## config.mk

```make
export PLATFORM = sky130hd
export DESIGN_NAME = vector_norm_l1_l2_linf_flat
export DESIGN_NICKNAME = d
export VERILOG_FILES = /design/src/sv/vnorm_pkg.sv /design/src/sv/vnorm_in_if.sv /design/src/sv/vnorm_out_if.sv /design/src/sv/vnorm_fifo.sv /design/src/sv/vnorm_front.sv /design/src/sv/vnorm_back.sv /design/src/sv/vector_norm_l1_l2_linf.sv /design/src/flat_wrapper.sv
export VERILOG_INCLUDE_DIRS = /design/src /design/src/sv
export SDC_FILE = /design/constraint.sdc
export NUM_CORES = 2
export LEC_CHECK = 0
export ABC_AREA = 1
export CAP_MARGIN = 5
export CORE_AREA = 8 8 298 300
export DETAILED_ROUTE_END_ITERATION = 7
export DIE_AREA = 0 0 306 308
export DONT_BUFFER_PORTS = 1
export PLACE_DENSITY = 0.82
export REMOVE_ABC_BUFFERS = 1
export SETUP_SLACK_MARGIN = 0.3
export SYNTH_ARGS = -nofsm -noshare
export SYNTH_HDL_FRONTEND = slang
export SYNTH_HIERARCHICAL = 1
export SYNTH_SLANG_ARGS = --single-unit
```

## constraint.sdc

```tcl
create_clock -name clk_i -period 11.35 [get_ports clk_i]
set_clock_uncertainty 0.15 [all_clocks]
set_input_delay 1.7025 -clock clk_i [delete_from_list [all_inputs] [get_ports clk_i]]
set_output_delay 1.7025 -clock clk_i [all_outputs]
set_load 0.03 [all_outputs]
```

## src/sv/vector_norm_l1_l2_linf_defines.svh

```systemverilog
// assertion macros shared by the vector norm rtl
`ifndef VECTOR_NORM_L1_L2_LINF_DEFINES_SVH
`define VECTOR_NORM_L1_L2_LINF_DEFINES_SVH

`ifndef SYNTHESIS
// plain property checked on every clock outside reset
`define VN_ASSERT(lbl, prop) \
  lbl: assert property (@(posedge clk_i) disable iff (!rst_ni) (prop)) \
    else $error("vnorm assertion failed");
// implication checked on every clock outside reset
`define VN_ASSERT_IMPL(lbl, ante, cons) \
  lbl: assert property (@(posedge clk_i) disable iff (!rst_ni) (ante) |-> (cons)) \
    else $error("vnorm assertion failed");
`else
`define VN_ASSERT(lbl, prop)
`define VN_ASSERT_IMPL(lbl, ante, cons)
`endif

`endif

```

## src/sv/vnorm_pkg.sv

```systemverilog
package vnorm_pkg;

  localparam int ElemW       = 24;
  localparam int MagW        = 24;
  localparam int SqProdW     = 2 * MagW;
  localparam int NormW       = 34;
  localparam int SqW         = 57;
  localparam int RootW       = (SqW + 1) / 2;
  localparam int RadW        = 2 * RootW;
  localparam int RemW        = RootW + 3;
  localparam int StepW       = $clog2(RootW);
  localparam int ModeW       = 2;
  localparam int MaxElements = 1024;
  localparam int QueueDepth  = 4;

  localparam logic [ModeW-1:0] ModeL1   = 2'd0;
  localparam logic [ModeW-1:0] ModeL2   = 2'd1;
  localparam logic [ModeW-1:0] ModeLinf = 2'd2;

  typedef enum logic {
    BK_IDLE,
    BK_ROOT
  } back_state_e;

  // one finished vector, handed from the front to the back
  typedef struct packed {
    logic [ModeW-1:0] mode;
    logic [NormW-1:0] direct;
    logic [SqW-1:0]   sq_sum;
    logic             ovf;
  } vec_rec_t;

endpackage

```

## src/sv/vnorm_in_if.sv

```systemverilog
interface vnorm_in_if;
  logic                                valid;
  logic                                ready;
  logic signed [vnorm_pkg::ElemW-1:0]  element;
  logic                                last;

  modport source (output valid, output element, output last, input ready);
  modport sink (input valid, input element, input last, output ready);
endinterface

```

## src/sv/vnorm_out_if.sv

```systemverilog
interface vnorm_out_if;
  logic                          valid;
  logic                          ready;
  logic [vnorm_pkg::NormW-1:0]   norm_value;
  logic                          saturated;

  modport source (output valid, output norm_value, output saturated, input ready);
  modport sink (input valid, input norm_value, input saturated, output ready);
endinterface

```

## src/sv/vnorm_fifo.sv

```systemverilog
`include "vector_norm_l1_l2_linf_defines.svh"

module vnorm_fifo #(
  parameter int DEPTH = vnorm_pkg::QueueDepth,
  localparam int CntW = $clog2(DEPTH + 1),
  localparam int PtrW = $clog2(DEPTH)
) (
  input  logic                clk_i,
  input  logic                rst_ni,
  input  logic                push_i,
  input  vnorm_pkg::vec_rec_t wdata_i,
  input  logic                pop_i,
  output vnorm_pkg::vec_rec_t rdata_o,
  output logic                empty_o,
  output logic [CntW-1:0]     count_o
);

  vnorm_pkg::vec_rec_t mem_q [DEPTH];
  logic [PtrW-1:0] wr_ptr_q, wr_ptr_d;
  logic [PtrW-1:0] rd_ptr_q, rd_ptr_d;
  logic [CntW-1:0] count_q, count_d;

  always_comb begin
    wr_ptr_d = wr_ptr_q;
    rd_ptr_d = rd_ptr_q;
    count_d  = count_q;
    if (push_i) begin
      wr_ptr_d = (wr_ptr_q == PtrW'(DEPTH - 1)) ? '0 : wr_ptr_q + PtrW'(1);
    end
    if (pop_i) begin
      rd_ptr_d = (rd_ptr_q == PtrW'(DEPTH - 1)) ? '0 : rd_ptr_q + PtrW'(1);
    end
    if (push_i && !pop_i) begin
      count_d = count_q + CntW'(1);
    end else if (!push_i && pop_i) begin
      count_d = count_q - CntW'(1);
    end
  end

  always_ff @(posedge clk_i or negedge rst_ni) begin
    if (!rst_ni) begin
      wr_ptr_q <= '0;
      rd_ptr_q <= '0;
      count_q  <= '0;
    end else begin
      wr_ptr_q <= wr_ptr_d;
      rd_ptr_q <= rd_ptr_d;
      count_q  <= count_d;
    end
  end

  always_ff @(posedge clk_i) begin
    if (push_i) begin
      mem_q[wr_ptr_q] <= wdata_i;
    end
  end

  assign rdata_o = mem_q[rd_ptr_q];
  assign empty_o = (count_q == '0);
  assign count_o = count_q;

  `VN_ASSERT_IMPL(a_push_has_room, push_i, count_q != CntW'(DEPTH))
  `VN_ASSERT_IMPL(a_pop_has_data, pop_i, count_q != '0)

endmodule

```

## src/sv/vnorm_front.sv

```systemverilog
`include "vector_norm_l1_l2_linf_defines.svh"

module vnorm_front #(
  parameter int MAX_ELEMENTS = vnorm_pkg::MaxElements,
  parameter int QUEUE_DEPTH  = vnorm_pkg::QueueDepth,
  localparam int QCntW = $clog2(QUEUE_DEPTH + 1)
) (
  input  logic                                clk_i,
  input  logic                                rst_ni,
  input  logic [vnorm_pkg::ModeW-1:0]         norm_mode_i,
  input  logic                                in_valid_i,
  input  logic signed [vnorm_pkg::ElemW-1:0]  element_i,
  input  logic                                last_i,
  output logic                                in_ready_o,
  input  logic [QCntW-1:0]                    q_count_i,
  output logic                                push_o,
  output vnorm_pkg::vec_rec_t                 rec_o
);

  localparam int CntW  = $clog2(MAX_ELEMENTS + 1);
  localparam int PendW = QCntW + 1;
  localparam int MagW  = vnorm_pkg::MagW;
  localparam int NormW = vnorm_pkg::NormW;
  localparam int SqW   = vnorm_pkg::SqW;

  logic                         accept;
  logic [PendW-1:0]             pending;
  logic [vnorm_pkg::ElemW-1:0]  neg;
  logic [MagW-1:0]              mag_in;

  // stage 1: magnitude, stage 2: square
  logic                          v1_q, v2_q;
  logic                          last1_q, last2_q;
  logic [MagW-1:0]               mag1_q, mag2_q;
  logic [vnorm_pkg::SqProdW-1:0] sq2_q;

  // vector accumulators
  logic [NormW-1:0] msum_q, msum_new;
  logic [SqW-1:0]   ssum_q, ssum_new;
  logic [MagW-1:0]  big_q, big_new;
  logic [CntW-1:0]  cnt_q, cnt_new;
  logic             ovf_q, ovf_new;
  logic             full;
  logic [NormW:0]   msum_ext;
  logic [SqW:0]     ssum_ext;
  logic [NormW-1:0] direct;

  // every item in flight may end a vector, so each needs a queue slot
  assign pending    = PendW'(q_count_i) + PendW'(v1_q) + PendW'(v2_q);
  assign in_ready_o = (pending < PendW'(QUEUE_DEPTH));
  assign accept     = in_valid_i && in_ready_o;

  assign neg    = ~$unsigned(element_i) + vnorm_pkg::ElemW'(1);
  assign mag_in = element_i[vnorm_pkg::ElemW-1] ? MagW'(neg) : MagW'($unsigned(element_i));

  always_ff @(posedge clk_i or negedge rst_ni) begin
    if (!rst_ni) begin
      v1_q <= 1'b0;
      v2_q <= 1'b0;
    end else begin
      v1_q <= accept;
      v2_q <= v1_q;
    end
  end

  always_ff @(posedge clk_i) begin
    mag1_q  <= mag_in;
    last1_q <= last_i;
    mag2_q  <= mag1_q;
    last2_q <= last1_q;
    sq2_q   <= mag1_q * mag1_q;
  end

  always_comb begin
    full     = !(cnt_q < CntW'(MAX_ELEMENTS));
    msum_ext = {1'b0, msum_q} + (NormW + 1)'(mag2_q);
    ssum_ext = {1'b0, ssum_q} + (SqW + 1)'(sq2_q);
    if (full) begin
      msum_new = msum_q;
      ssum_new = ssum_q;
      big_new  = big_q;
      cnt_new  = cnt_q;
      ovf_new  = 1'b1;
    end else begin
      msum_new = msum_ext[NormW] ? '1 : msum_ext[NormW-1:0];
      ssum_new = ssum_ext[SqW] ? '1 : ssum_ext[SqW-1:0];
      big_new  = (mag2_q > big_q) ? mag2_q : big_q;
      cnt_new  = cnt_q + CntW'(1);
      ovf_new  = ovf_q | msum_ext[NormW] | ssum_ext[SqW];
    end
  end

  always_comb begin
    case (norm_mode_i)
      vnorm_pkg::ModeL1:   direct = msum_new;
      vnorm_pkg::ModeLinf: direct = NormW'(big_new);
      default:             direct = '0;
    endcase
  end

  always_ff @(posedge clk_i or negedge rst_ni) begin
    if (!rst_ni) begin
      msum_q <= '0;
      ssum_q <= '0;
      big_q  <= '0;
      cnt_q  <= '0;
      ovf_q  <= 1'b0;
    end else if (v2_q) begin
      if (last2_q) begin
        msum_q <= '0;
        ssum_q <= '0;
        big_q  <= '0;
        cnt_q  <= '0;
        ovf_q  <= 1'b0;
      end else begin
        msum_q <= msum_new;
        ssum_q <= ssum_new;
        big_q  <= big_new;
        cnt_q  <= cnt_new;
        ovf_q  <= ovf_new;
      end
    end
  end

  assign push_o        = v2_q && last2_q;
  assign rec_o.mode    = norm_mode_i;
  assign rec_o.direct  = direct;
  assign rec_o.sq_sum  = ssum_new;
  assign rec_o.ovf     = ovf_new;

  `VN_ASSERT(a_count_bound, cnt_q <= CntW'(MAX_ELEMENTS))

endmodule

```

## src/sv/vnorm_back.sv

```systemverilog
`include "vector_norm_l1_l2_linf_defines.svh"

module vnorm_back (
  input  logic                         clk_i,
  input  logic                         rst_ni,
  input  logic                         q_empty_i,
  input  vnorm_pkg::vec_rec_t          rec_i,
  output logic                         pop_o,
  output logic                         out_valid_o,
  output logic [vnorm_pkg::NormW-1:0]  norm_value_o,
  output logic                         saturated_o,
  input  logic                         out_ready_i
);

  localparam int RootW = vnorm_pkg::RootW;
  localparam int RadW  = vnorm_pkg::RadW;
  localparam int RemW  = vnorm_pkg::RemW;
  localparam int StepW = vnorm_pkg::StepW;
  localparam int NormW = vnorm_pkg::NormW;

  vnorm_pkg::back_state_e state_q, state_d;

  logic [StepW-1:0] step_q;
  logic [RadW-1:0]  rad_q;
  logic [RemW-1:0]  rem_q, rem_sh, trial, rem_nx;
  logic [RootW-1:0] root_q, root_nx;
  logic             ovf_q;
  logic             ge;

  logic             out_valid_q, out_valid_d;
  logic [NormW-1:0] out_value_q;
  logic             out_sat_q;

  logic is_l2;
  logic load_direct;
  logic load_root;
  logic root_done;

  assign is_l2 = (rec_i.mode == vnorm_pkg::ModeL2);

  // one root bit per cycle, two radicand bits shifted in
  always_comb begin
    rem_sh  = {rem_q[RemW-3:0], rad_q[RadW-1 -: 2]};
    trial   = RemW'({root_q, 2'b01});
    ge      = (rem_sh >= trial);
    rem_nx  = ge ? rem_sh - trial : rem_sh;
    root_nx = {root_q[RootW-2:0], ge};
  end

  always_comb begin
    state_d = state_q;
    unique case (state_q)
      vnorm_pkg::BK_IDLE: begin
        if (pop_o && is_l2) begin
          state_d = vnorm_pkg::BK_ROOT;
        end
      end
      vnorm_pkg::BK_ROOT: begin
        if (step_q == '0) begin
          state_d = vnorm_pkg::BK_IDLE;
        end
      end
      default: state_d = vnorm_pkg::BK_IDLE;
    endcase
  end

  always_comb begin
    pop_o       = 1'b0;
    load_direct = 1'b0;
    load_root   = 1'b0;
    root_done   = 1'b0;
    unique case (state_q)
      vnorm_pkg::BK_IDLE: begin
        pop_o       = !q_empty_i && (!out_valid_q || out_ready_i);
        load_direct = pop_o && !is_l2;
        load_root   = pop_o && is_l2;
      end
      vnorm_pkg::BK_ROOT: begin
        root_done = (step_q == '0);
      end
      default: ;
    endcase
  end

  always_comb begin
    out_valid_d = out_valid_q;
    if (load_direct || root_done) begin
      out_valid_d = 1'b1;
    end else if (out_ready_i) begin
      out_valid_d = 1'b0;
    end
  end

  always_ff @(posedge clk_i or negedge rst_ni) begin
    if (!rst_ni) begin
      state_q     <= vnorm_pkg::BK_IDLE;
      out_valid_q <= 1'b0;
    end else begin
      state_q     <= state_d;
      out_valid_q <= out_valid_d;
    end
  end

  always_ff @(posedge clk_i) begin
    if (load_root) begin
      rad_q  <= RadW'(rec_i.sq_sum);
      rem_q  <= '0;
      root_q <= '0;
      step_q <= StepW'(RootW - 1);
      ovf_q  <= rec_i.ovf;
    end else if (state_q == vnorm_pkg::BK_ROOT) begin
      rad_q  <= {rad_q[RadW-3:0], 2'b00};
      rem_q  <= rem_nx;
      root_q <= root_nx;
      step_q <= step_q - StepW'(1);
    end
    if (load_direct) begin
      out_value_q <= rec_i.direct;
      out_sat_q   <= rec_i.ovf;
    end else if (root_done) begin
      out_value_q <= NormW'(root_nx);
      out_sat_q   <= ovf_q;
    end
  end

  assign out_valid_o  = out_valid_q;
  assign norm_value_o = out_value_q;
  assign saturated_o  = out_sat_q;

  `VN_ASSERT_IMPL(a_root_slot_free, state_q == vnorm_pkg::BK_ROOT, !out_valid_q)

endmodule

```

## src/sv/vector_norm_l1_l2_linf.sv

```systemverilog
// streaming vector norm: L1, L2 (floor integer root) or L-infinity
// elem_i carries one signed 24-bit element per transfer, with last on the
// final element of a vector. norm_o carries one result per vector: the norm
// picked by the mode register and a flag that the vector ran past
// MAX_ELEMENTS or an accumulator clamped. cfg_we_i/cfg_wdata_i write the
// 2-bit mode (0 L1, 1 L2, 2 L-inf, 3 gives zero); write it only while idle.
// the front takes one element per cycle while ready is high: magnitude,
// square and accumulate in three stages, then the finished vector enters a
// QUEUE_DEPTH queue. L1 and L-inf results pass the back directly, while for
// L2 the back runs a bit-serial square root and pops no new vector from the
// queue until the root is done.
// a stalled receiver holds the result; the front keeps taking elements until
// the queue plus the items in its pipeline reach QUEUE_DEPTH, then drops ready.
// reset clears the mode to L1 and all vector state; no clearing pass needed.

module vector_norm_l1_l2_linf #(
  parameter int MAX_ELEMENTS = vnorm_pkg::MaxElements,
  parameter int QUEUE_DEPTH  = vnorm_pkg::QueueDepth
) (
  input  logic                        clk_i,
  input  logic                        rst_ni,
  input  logic                        cfg_we_i,
  input  logic [vnorm_pkg::ModeW-1:0] cfg_wdata_i,
  vnorm_in_if.sink                    elem_i,
  vnorm_out_if.source                 norm_o
);

  localparam int QCntW = $clog2(QUEUE_DEPTH + 1);

  logic [vnorm_pkg::ModeW-1:0] norm_mode_q;
  logic [QCntW-1:0]            q_count;
  logic                        push;
  logic                        pop;
  logic                        q_empty;
  vnorm_pkg::vec_rec_t         rec_in;
  vnorm_pkg::vec_rec_t         rec_out;

  always_ff @(posedge clk_i or negedge rst_ni) begin
    if (!rst_ni) begin
      norm_mode_q <= vnorm_pkg::ModeL1;
    end else if (cfg_we_i) begin
      norm_mode_q <= cfg_wdata_i;
    end
  end

  vnorm_front #(
    .MAX_ELEMENTS (MAX_ELEMENTS),
    .QUEUE_DEPTH  (QUEUE_DEPTH)
  ) u_front (
    .clk_i       (clk_i),
    .rst_ni      (rst_ni),
    .norm_mode_i (norm_mode_q),
    .in_valid_i  (elem_i.valid),
    .element_i   (elem_i.element),
    .last_i      (elem_i.last),
    .in_ready_o  (elem_i.ready),
    .q_count_i   (q_count),
    .push_o      (push),
    .rec_o       (rec_in)
  );

  vnorm_fifo #(
    .DEPTH (QUEUE_DEPTH)
  ) u_fifo (
    .clk_i   (clk_i),
    .rst_ni  (rst_ni),
    .push_i  (push),
    .wdata_i (rec_in),
    .pop_i   (pop),
    .rdata_o (rec_out),
    .empty_o (q_empty),
    .count_o (q_count)
  );

  vnorm_back u_back (
    .clk_i        (clk_i),
    .rst_ni       (rst_ni),
    .q_empty_i    (q_empty),
    .rec_i        (rec_out),
    .pop_o        (pop),
    .out_valid_o  (norm_o.valid),
    .norm_value_o (norm_o.norm_value),
    .saturated_o  (norm_o.saturated),
    .out_ready_i  (norm_o.ready)
  );

endmodule
```

## src/flat_wrapper.sv

```systemverilog
// flat-port wrapper written by rule: the top's interface ports become plain ports
module vector_norm_l1_l2_linf_flat 
#(
  parameter int MAX_ELEMENTS = vnorm_pkg::MaxElements,
  parameter int QUEUE_DEPTH  = vnorm_pkg::QueueDepth
)
  (clk_i, rst_ni, cfg_we_i, cfg_wdata_i, elem_i_valid, elem_i_element, elem_i_last, elem_i_ready, norm_o_valid, norm_o_norm_value, norm_o_saturated, norm_o_ready);
  vnorm_in_if elem_i_i ();
  vnorm_out_if norm_o_i ();
  input  logic clk_i;
  input  logic rst_ni;
  input  logic cfg_we_i;
  input  logic [vnorm_pkg::ModeW-1:0] cfg_wdata_i;
  input wire logic [$bits(elem_i_i.valid)-1:0] elem_i_valid;
  input wire logic [$bits(elem_i_i.element)-1:0] elem_i_element;
  input wire logic [$bits(elem_i_i.last)-1:0] elem_i_last;
  output wire logic [$bits(elem_i_i.ready)-1:0] elem_i_ready;
  output wire logic [$bits(norm_o_i.valid)-1:0] norm_o_valid;
  output wire logic [$bits(norm_o_i.norm_value)-1:0] norm_o_norm_value;
  output wire logic [$bits(norm_o_i.saturated)-1:0] norm_o_saturated;
  input wire logic [$bits(norm_o_i.ready)-1:0] norm_o_ready;
  assign elem_i_i.valid = elem_i_valid;
  assign elem_i_i.element = elem_i_element;
  assign elem_i_i.last = elem_i_last;
  assign elem_i_ready = elem_i_i.ready;
  assign norm_o_valid = norm_o_i.valid;
  assign norm_o_norm_value = norm_o_i.norm_value;
  assign norm_o_saturated = norm_o_i.saturated;
  assign norm_o_i.ready = norm_o_ready;
  vector_norm_l1_l2_linf #(.MAX_ELEMENTS(MAX_ELEMENTS), .QUEUE_DEPTH(QUEUE_DEPTH)) u_core (.clk_i(clk_i), .rst_ni(rst_ni), .cfg_we_i(cfg_we_i), .cfg_wdata_i(cfg_wdata_i), .elem_i(elem_i_i), .norm_o(norm_o_i));
endmodule
```

After elaboration in Yosys (flattened, before gate mapping)
Memory sizes are Yosys's and may differ from the RTL's.
Cells that the tools add are included.
{"block": "word_totals", "output_inout_bits": 37, "input_bits": 32, "regBits": 396, "elab_cells": 114, "mem_count": 1, "ramBits": 376}
{"block": "op_classes", "magnitude_cmp": 4, "multipliers": 1, "add_sub_neg": 12, "n_bitwise": 4, "n_eq_ne": 4, "n_reduce_logical": 24, "n_mux": 37}
{"memory": "u_core.u_fifo.mem_q", "words": 4, "width": 94, "read_ports": 1, "rd_clocked_by_memory_dff": 0, "wr": 1, "line": "vnorm_fifo.sv:18", "source": "vnorm_pkg::vec_rec_t mem_q [DEPTH];"}
{"operator": "$mux W57", "count": 5}
{"operator": "$mux W34", "count": 5}
{"operator": "$mux W24", "count": 3}
{"operator": "$pmux W34 S2", "count": 1}
{"operator": "$add A57 B48 Y58", "count": 1}
{"operator": "$mul A24 B24 Y48", "count": 1}
{"operator": "$add A34 B24 Y35", "count": 1}
{"operator": "$ge A32 B31 Y1", "count": 1}
{"operator": "$mux W30", "count": 1}
{"operator": "$sub A30 B30 Y30", "count": 1}
{"operator": "$add A24 B1 Y24 const B", "count": 1}
{"operator": "$gt A24 B24 Y1", "count": 1}
{"operator": "$not A24 Y24", "count": 1}
{"operator": "$mux W23", "count": 1}
{"operator": "$mux W11", "count": 2}
{"operator": "$mux W1", "count": 14}
{"operator": "$add A11 B1 Y11 const B", "count": 1}
{"operator": "$lt A11 B11 Y1 const B", "count": 1}
{"operator": "$reduce_bool A2 Y1", "count": 5}
{"operator": "$logic_and A1 B1 Y1", "count": 8}
{"operator": "$eq A2 B2 Y1 const B", "count": 3}
{"operator": "$mux W3", "count": 2}
{"operator": "$logic_not A1 Y1", "count": 5}
{"operator": "$logic_not A5 Y1", "count": 1}
{"operator": "other kinds (16)", "count": 20}

Logic depth before layout (Yosys ltp)
{"block": "depth", "depth_word": 7, "depth_mapped": 29, "ltp_nobuf": 27}

Cells and area by module
The synthesis kept the hierarchy.
{"mod": "vnorm_front", "cells_each": 4710, "area_per_inst_um2": 33659.8, "n_inst": 1, "seq_area_each_um2": 5149.9}
{"mod": "vnorm_fifo", "cells_each": 1148, "area_per_inst_um2": 15661.3, "n_inst": 1, "seq_area_each_um2": 11466.0}
{"mod": "vnorm_back", "cells_each": 1216, "area_per_inst_um2": 8953.6, "n_inst": 1, "seq_area_each_um2": 4144.0}
{"mod": "vector_norm_l1_l2_linf", "cells_each": 9, "area_per_inst_um2": 76.3, "n_inst": 1, "seq_area_each_um2": 50.0}

Least setup slack after synthesis
OpenSTA, ideal clock, no wires.
{"block": "synth_path", "kind": "register to register", "startpoint": "reg u_core.u_front.mag1_q[14]", "endpoint": "reg u_core/u_front/sq2_q[42] (netlist name)", "t_arrival_ns": 5.998, "setup_time_ns": 0.072, "path_slack_ns": 5.130, "synth_period_minus_slack_ns": 6.220, "path_stages_with_launch": 27, "n_path_buf": 1, "t_required_ns": 11.128, "path_cell_list": "dfxtp_1 clkbuf_1 nand2_1 fa_1 inv_1 fa_1 inv_1 fa_1 inv_1 fa_1 inv_1 fa_1 inv_1 fa_1 inv_1 fa_1 inv_1 ha_1 nand2_1 nor2_1 inv_1 o21ai_0 nand2_1 nand3_1 nand2_1 o21ai_0 xor2_1"}
{"block": "synth_between", "elab_chain_cells": 1}
{"element": "from (decl)", "line": "vnorm_front.sv:34", "source": "logic [MagW-1:0] mag1_q, mag2_q;"}
{"element": "from (signal assigned)", "line": "vnorm_front.sv:67", "source": "mag1_q <= mag_in;"}
{"element": "$mul A24 B24 Y48", "line": "vnorm_front.sv:71", "source": "sq2_q <= mag1_q * mag1_q;"}
{"element": "to (signal assigned)", "line": "vnorm_front.sv:71"}
{"element": "to (decl)", "line": "vnorm_front.sv:35", "source": "logic [vnorm_pkg::SqProdW-1:0] sq2_q;"}
Every way passes these cells.
A chain may end at the register's enable or synchronous reset.

Final worst setup path
{"block": "layout_path", "startpoint": "reg u_core.u_front.mag1_q[21]", "endpoint": "reg u_core/u_front/sq2_q[43] (netlist name)"}
The elaborated chain is that of the path after synthesis.

==> impl_results.md <==
* Critical path endpoint category: flop
* Worst Path Arrival at 7450 ps
* Final TNS setup at 0 ps
* Syn Inst Count at 7083
* Vias per inst at 5.61
* Area of the core at 84200 µm²
* Delay-heaviest family, CP: adder cells
* Critical path class: flop to flop
* First-pass DRT Iterations at 6
* Max-cap violation count at 0
* Final worst-path cycle share at 0.623
* WP buf/inv at 5
* # Post-CTS Setup Buffers at 0
* Worst EP required at 11730 ps
* CTS buffer count at 80
* RSZ-0062 raised after global routing: no
* Dominant cell type by area after synthesis: edfxtp_1
* DRC violations left at 0
* Total wire length at 144000 µm
* CTS resizes at 0
* Nets at 7765
* First-pass GRT wire length at 235000 µm
* Slew margin rel. at 0.164
* Critical path launch point: u_core/u_front/mag1_q[21]$_DFF_P_
* Fmax at 0.142 GHz
* Dominant cells by area after synthesis: edfxtp_1 (24%), fa_1 (15%), nand2_1 (14%)
* Prevailing post-synth register cell: edfxtp_1
* Most numerous cell on the critical path: fa_1
* Clock latency at the later pin of the worst-skew pair at 650 ps
* Clock tree from TritonCTS: built
* Synth Warn # at 6
* Post-synthesis sequential area ratio at 0.357
* Avg Cell Area, Syn at 8.24 µm²
* Period minus WS final at 7070 ps
* Top-area cell type share of the netlist area at 0.241
* Routed wire per std cell at 17.7 µm
* Cell depth of the worst setup path at 21
* Worst hold path class: flop to flop
* Congestion Overflow GR at 0
* Worst-Margin Slew at 1250 ps
* Slew Viols, Final at 0
* Chip Width at 306 µm
* Critical-path top delay cell: dfxtp_1
* Final hold violation count at 0
* Final setup vio count at 0
* Count of hold buffers inserted by post-cts repair at 0
* Initial Util at 0.693
* Clock sink count at 770
* R2R Path Start: u_core/u_front/mag1_q[21]$_DFF_P_
* Reg-to-reg endpoint: u_core/u_front/sq2_q[43]$_DFF_P_
* R2r worst-path depth at 21
* Buffers on Ports at 0
* CP peak stage delay at 1140 ps
* Post-synth EDFFs at 469
* Synth unique cells at 57
* Std-Cell Rows at 107
* CTS max path bufs at 3
* Startpoint Class: flop
* Mapped Area at 58400 µm²
* H-tree depth at 3
* Setup slack, reg-to-reg at 4280 ps
* Die Height at 308 µm
* Post-route ant nets at 0
* Critical-path cell list: nand2_1, fa_1, inv_1, fa_1, inv_1, fa_1, fa_1, inv_1, fa_1, fa_1, inv_1, fa_1, inv_1, ha_1, a21oi_1, o21ai_0, a21boi_0, o21ai_0, a21oi_1, nand2_1, xor2_1
* Count of boundary I/O pins at 69
* Area Overhead vs Synth at 5.75%
* All-layer global routing usage at 0.308
* Die area at 94200 µm²
* DRT iter0 DRCs at 3981
* Ys async rst share at 0.182
* Root buffer cell: clkbuf_16
* Critical Path Fanout Max at 27
* CTS clk-pin slew, worst paths at 60 ps
* Vias at 45700
* Routability cong. at 0.989
* Vias in the first global route at 46100
* Seq cells post-synth at 770
* Status: complete, no violations
* Layout cells sized above 1 at 0.0612
* Dpl hpwl at 106000 µm
* CP endpoint: u_core/u_front/sq2_q[43]$_DFF_P_
* Initial antenna violation count at 3
* Largest net degree at the start of global routing at 231
-- state kept, by name (all words and copies together), names as in the netlist, 23 cells and up --
| name | cells |
|---|---|
| u_core/u_fifo/mem_q | 376 |
| u_core/u_back/norm_value_o | 34 |
| u_core/u_front/mag2_q | 23 |
| u_core/u_back/root_q | 29 |
| u_core/u_front/big_q | 24 |
| u_core/u_front/sq2_q | 47 |
| u_core/u_front/ssum_q | 57 |
| u_core/u_back/rem_q | 30 |
| u_core/u_back/rad_q | 58 |
| u_core/u_front/msum_q | 34 |
| u_core/u_front/mag1_q | 24 |
-- through the flow --
| stage | util | worst slack, ps | instances | cell area, µm² | hold slack [ps] |
|---|---|---|---|---|---|
| 6_report | 0.733 | 4280 | 8153 | 61700 | 191 |
| 5_1_grt | 0.733 | 4020 | 8152 | 61700 | 195 |
| 4_1_cts | 0.733 | 4370 | 8152 | 61700 | 188 |
| 3_5_place_dp | 0.700 | 4340 | 8003 | 58900 | 173 |
| 3_3_place_gp | 0.700 | 4540 | 8003 | 58900 | 178 |
| 2_1_floorplan | - | 4010 | 6868 | 57200 | 160 |
-- metal layers --
layer	part of all wire	routed length, µm	global-route usage
met4	0.029	4180	0.0988
met3	0.080	11500	0.0477
met1	0.42	61300	0.420
met2	0.47	67500	0.510
met5	0	0	0
-- kinds of logic (layout without fill, tap and decap cells) --
family	count (synthesis)	after routing	share of synthesized area
XOR/XNOR	133	133	0.0200
AND/OR/NAND/NOR	2990	2990	0.213
AO/OA/AOI/OAI	688	688	0.0768
buffers and inverters	1763	1742	0.120
multiplexers	1	1	0.000193
adder cells (fa/ha/maj)	738	738	0.213
flip-flops	770	770	0.357
other	0	1	0
-- cell type report --
type / count / area [µm²]
multi-input cells: 4550 / 30600
diodes: 1 / 2.50
flip-flops and latches: 770 / 20800
repair buffers: 45 / 338
fillers: 6259 / 22500
well taps: 1090 / 1360
clock buffers: 104 / 2240
inverters: 1548 / 5840
clock inverters: 45 / 542
-- worst min path at each step --
| stage | from | to | slack [ps] | cells past startpoint |
|---|---|---|---|---|
| after floorplan | u_core/u_front/last1_q$_DFF_P_ | u_core/u_front/last2_q$_DFF_P_ | 160 | 0 |
| after global placement | u_core/u_front/last1_q$_DFF_P_ | u_core/u_front/last2_q$_DFF_P_ | 180 | 0 |
| after detailed placement | u_core/u_front/last1_q$_DFF_P_ | u_core/u_front/last2_q$_DFF_P_ | 170 | 0 |
| after CTS | u_core/u_front/last1_q$_DFF_P_ | u_core/u_front/last2_q$_DFF_P_ | 190 | 0 |
| after global routing | u_core/u_front/last1_q$_DFF_P_ | u_core/u_front/last2_q$_DFF_P_ | 190 | 0 |
| final | u_core/u_front/last1_q$_DFF_P_ | u_core/u_front/last2_q$_DFF_P_ | 190 | 0 |
-- synthesized netlist by cell type (18+ instances only) --
cell type and n:
dfxtp_1 161, o211ai_2 51, buf_2 25, inv_2 75, inv_1 1431, o22ai_1 31
nand4_1 40, edfxtp_1 469, o21ai_0 166, buf_6 37, clkinv_1 40, buf_4 18
xnor2_1 75, o21bai_1 22, or2_2 32, clkbuf_1 126, nand3b_1 57, dfrtp_1 140
xor2_1 58, a21boi_0 21, o211ai_1 139, nand2_2 32, ha_1 312, nand2_1 2107
fa_1 426, a21oi_1 189, nor3_1 38, nor2_1 294, nand3_1 330
-- placed cells by master (no fill, tap or decap), drive strengths merged, types with 39 or more instances in the layout --
cell type	netlist	routed
nand2	2143	2143
inv	1508	1510
edfxtp	469	469
fa	426	426
nand3	342	342
ha	312	312
nor2	310	310
a21oi	203	203
o211ai	190	190
o21ai	171	171
dfxtp	161	161
dfrtp	140	140
clkbuf	127	104
xnor2	75	75
clkinv	40	72
xor2	58	58
nand3b	57	57
buf	88	45
nand4	40	40
nor3	39	39
Power is left out: the tool's default activity adds up to more than one toggle a clock period on the data nets, which glitch-free logic cannot reach.
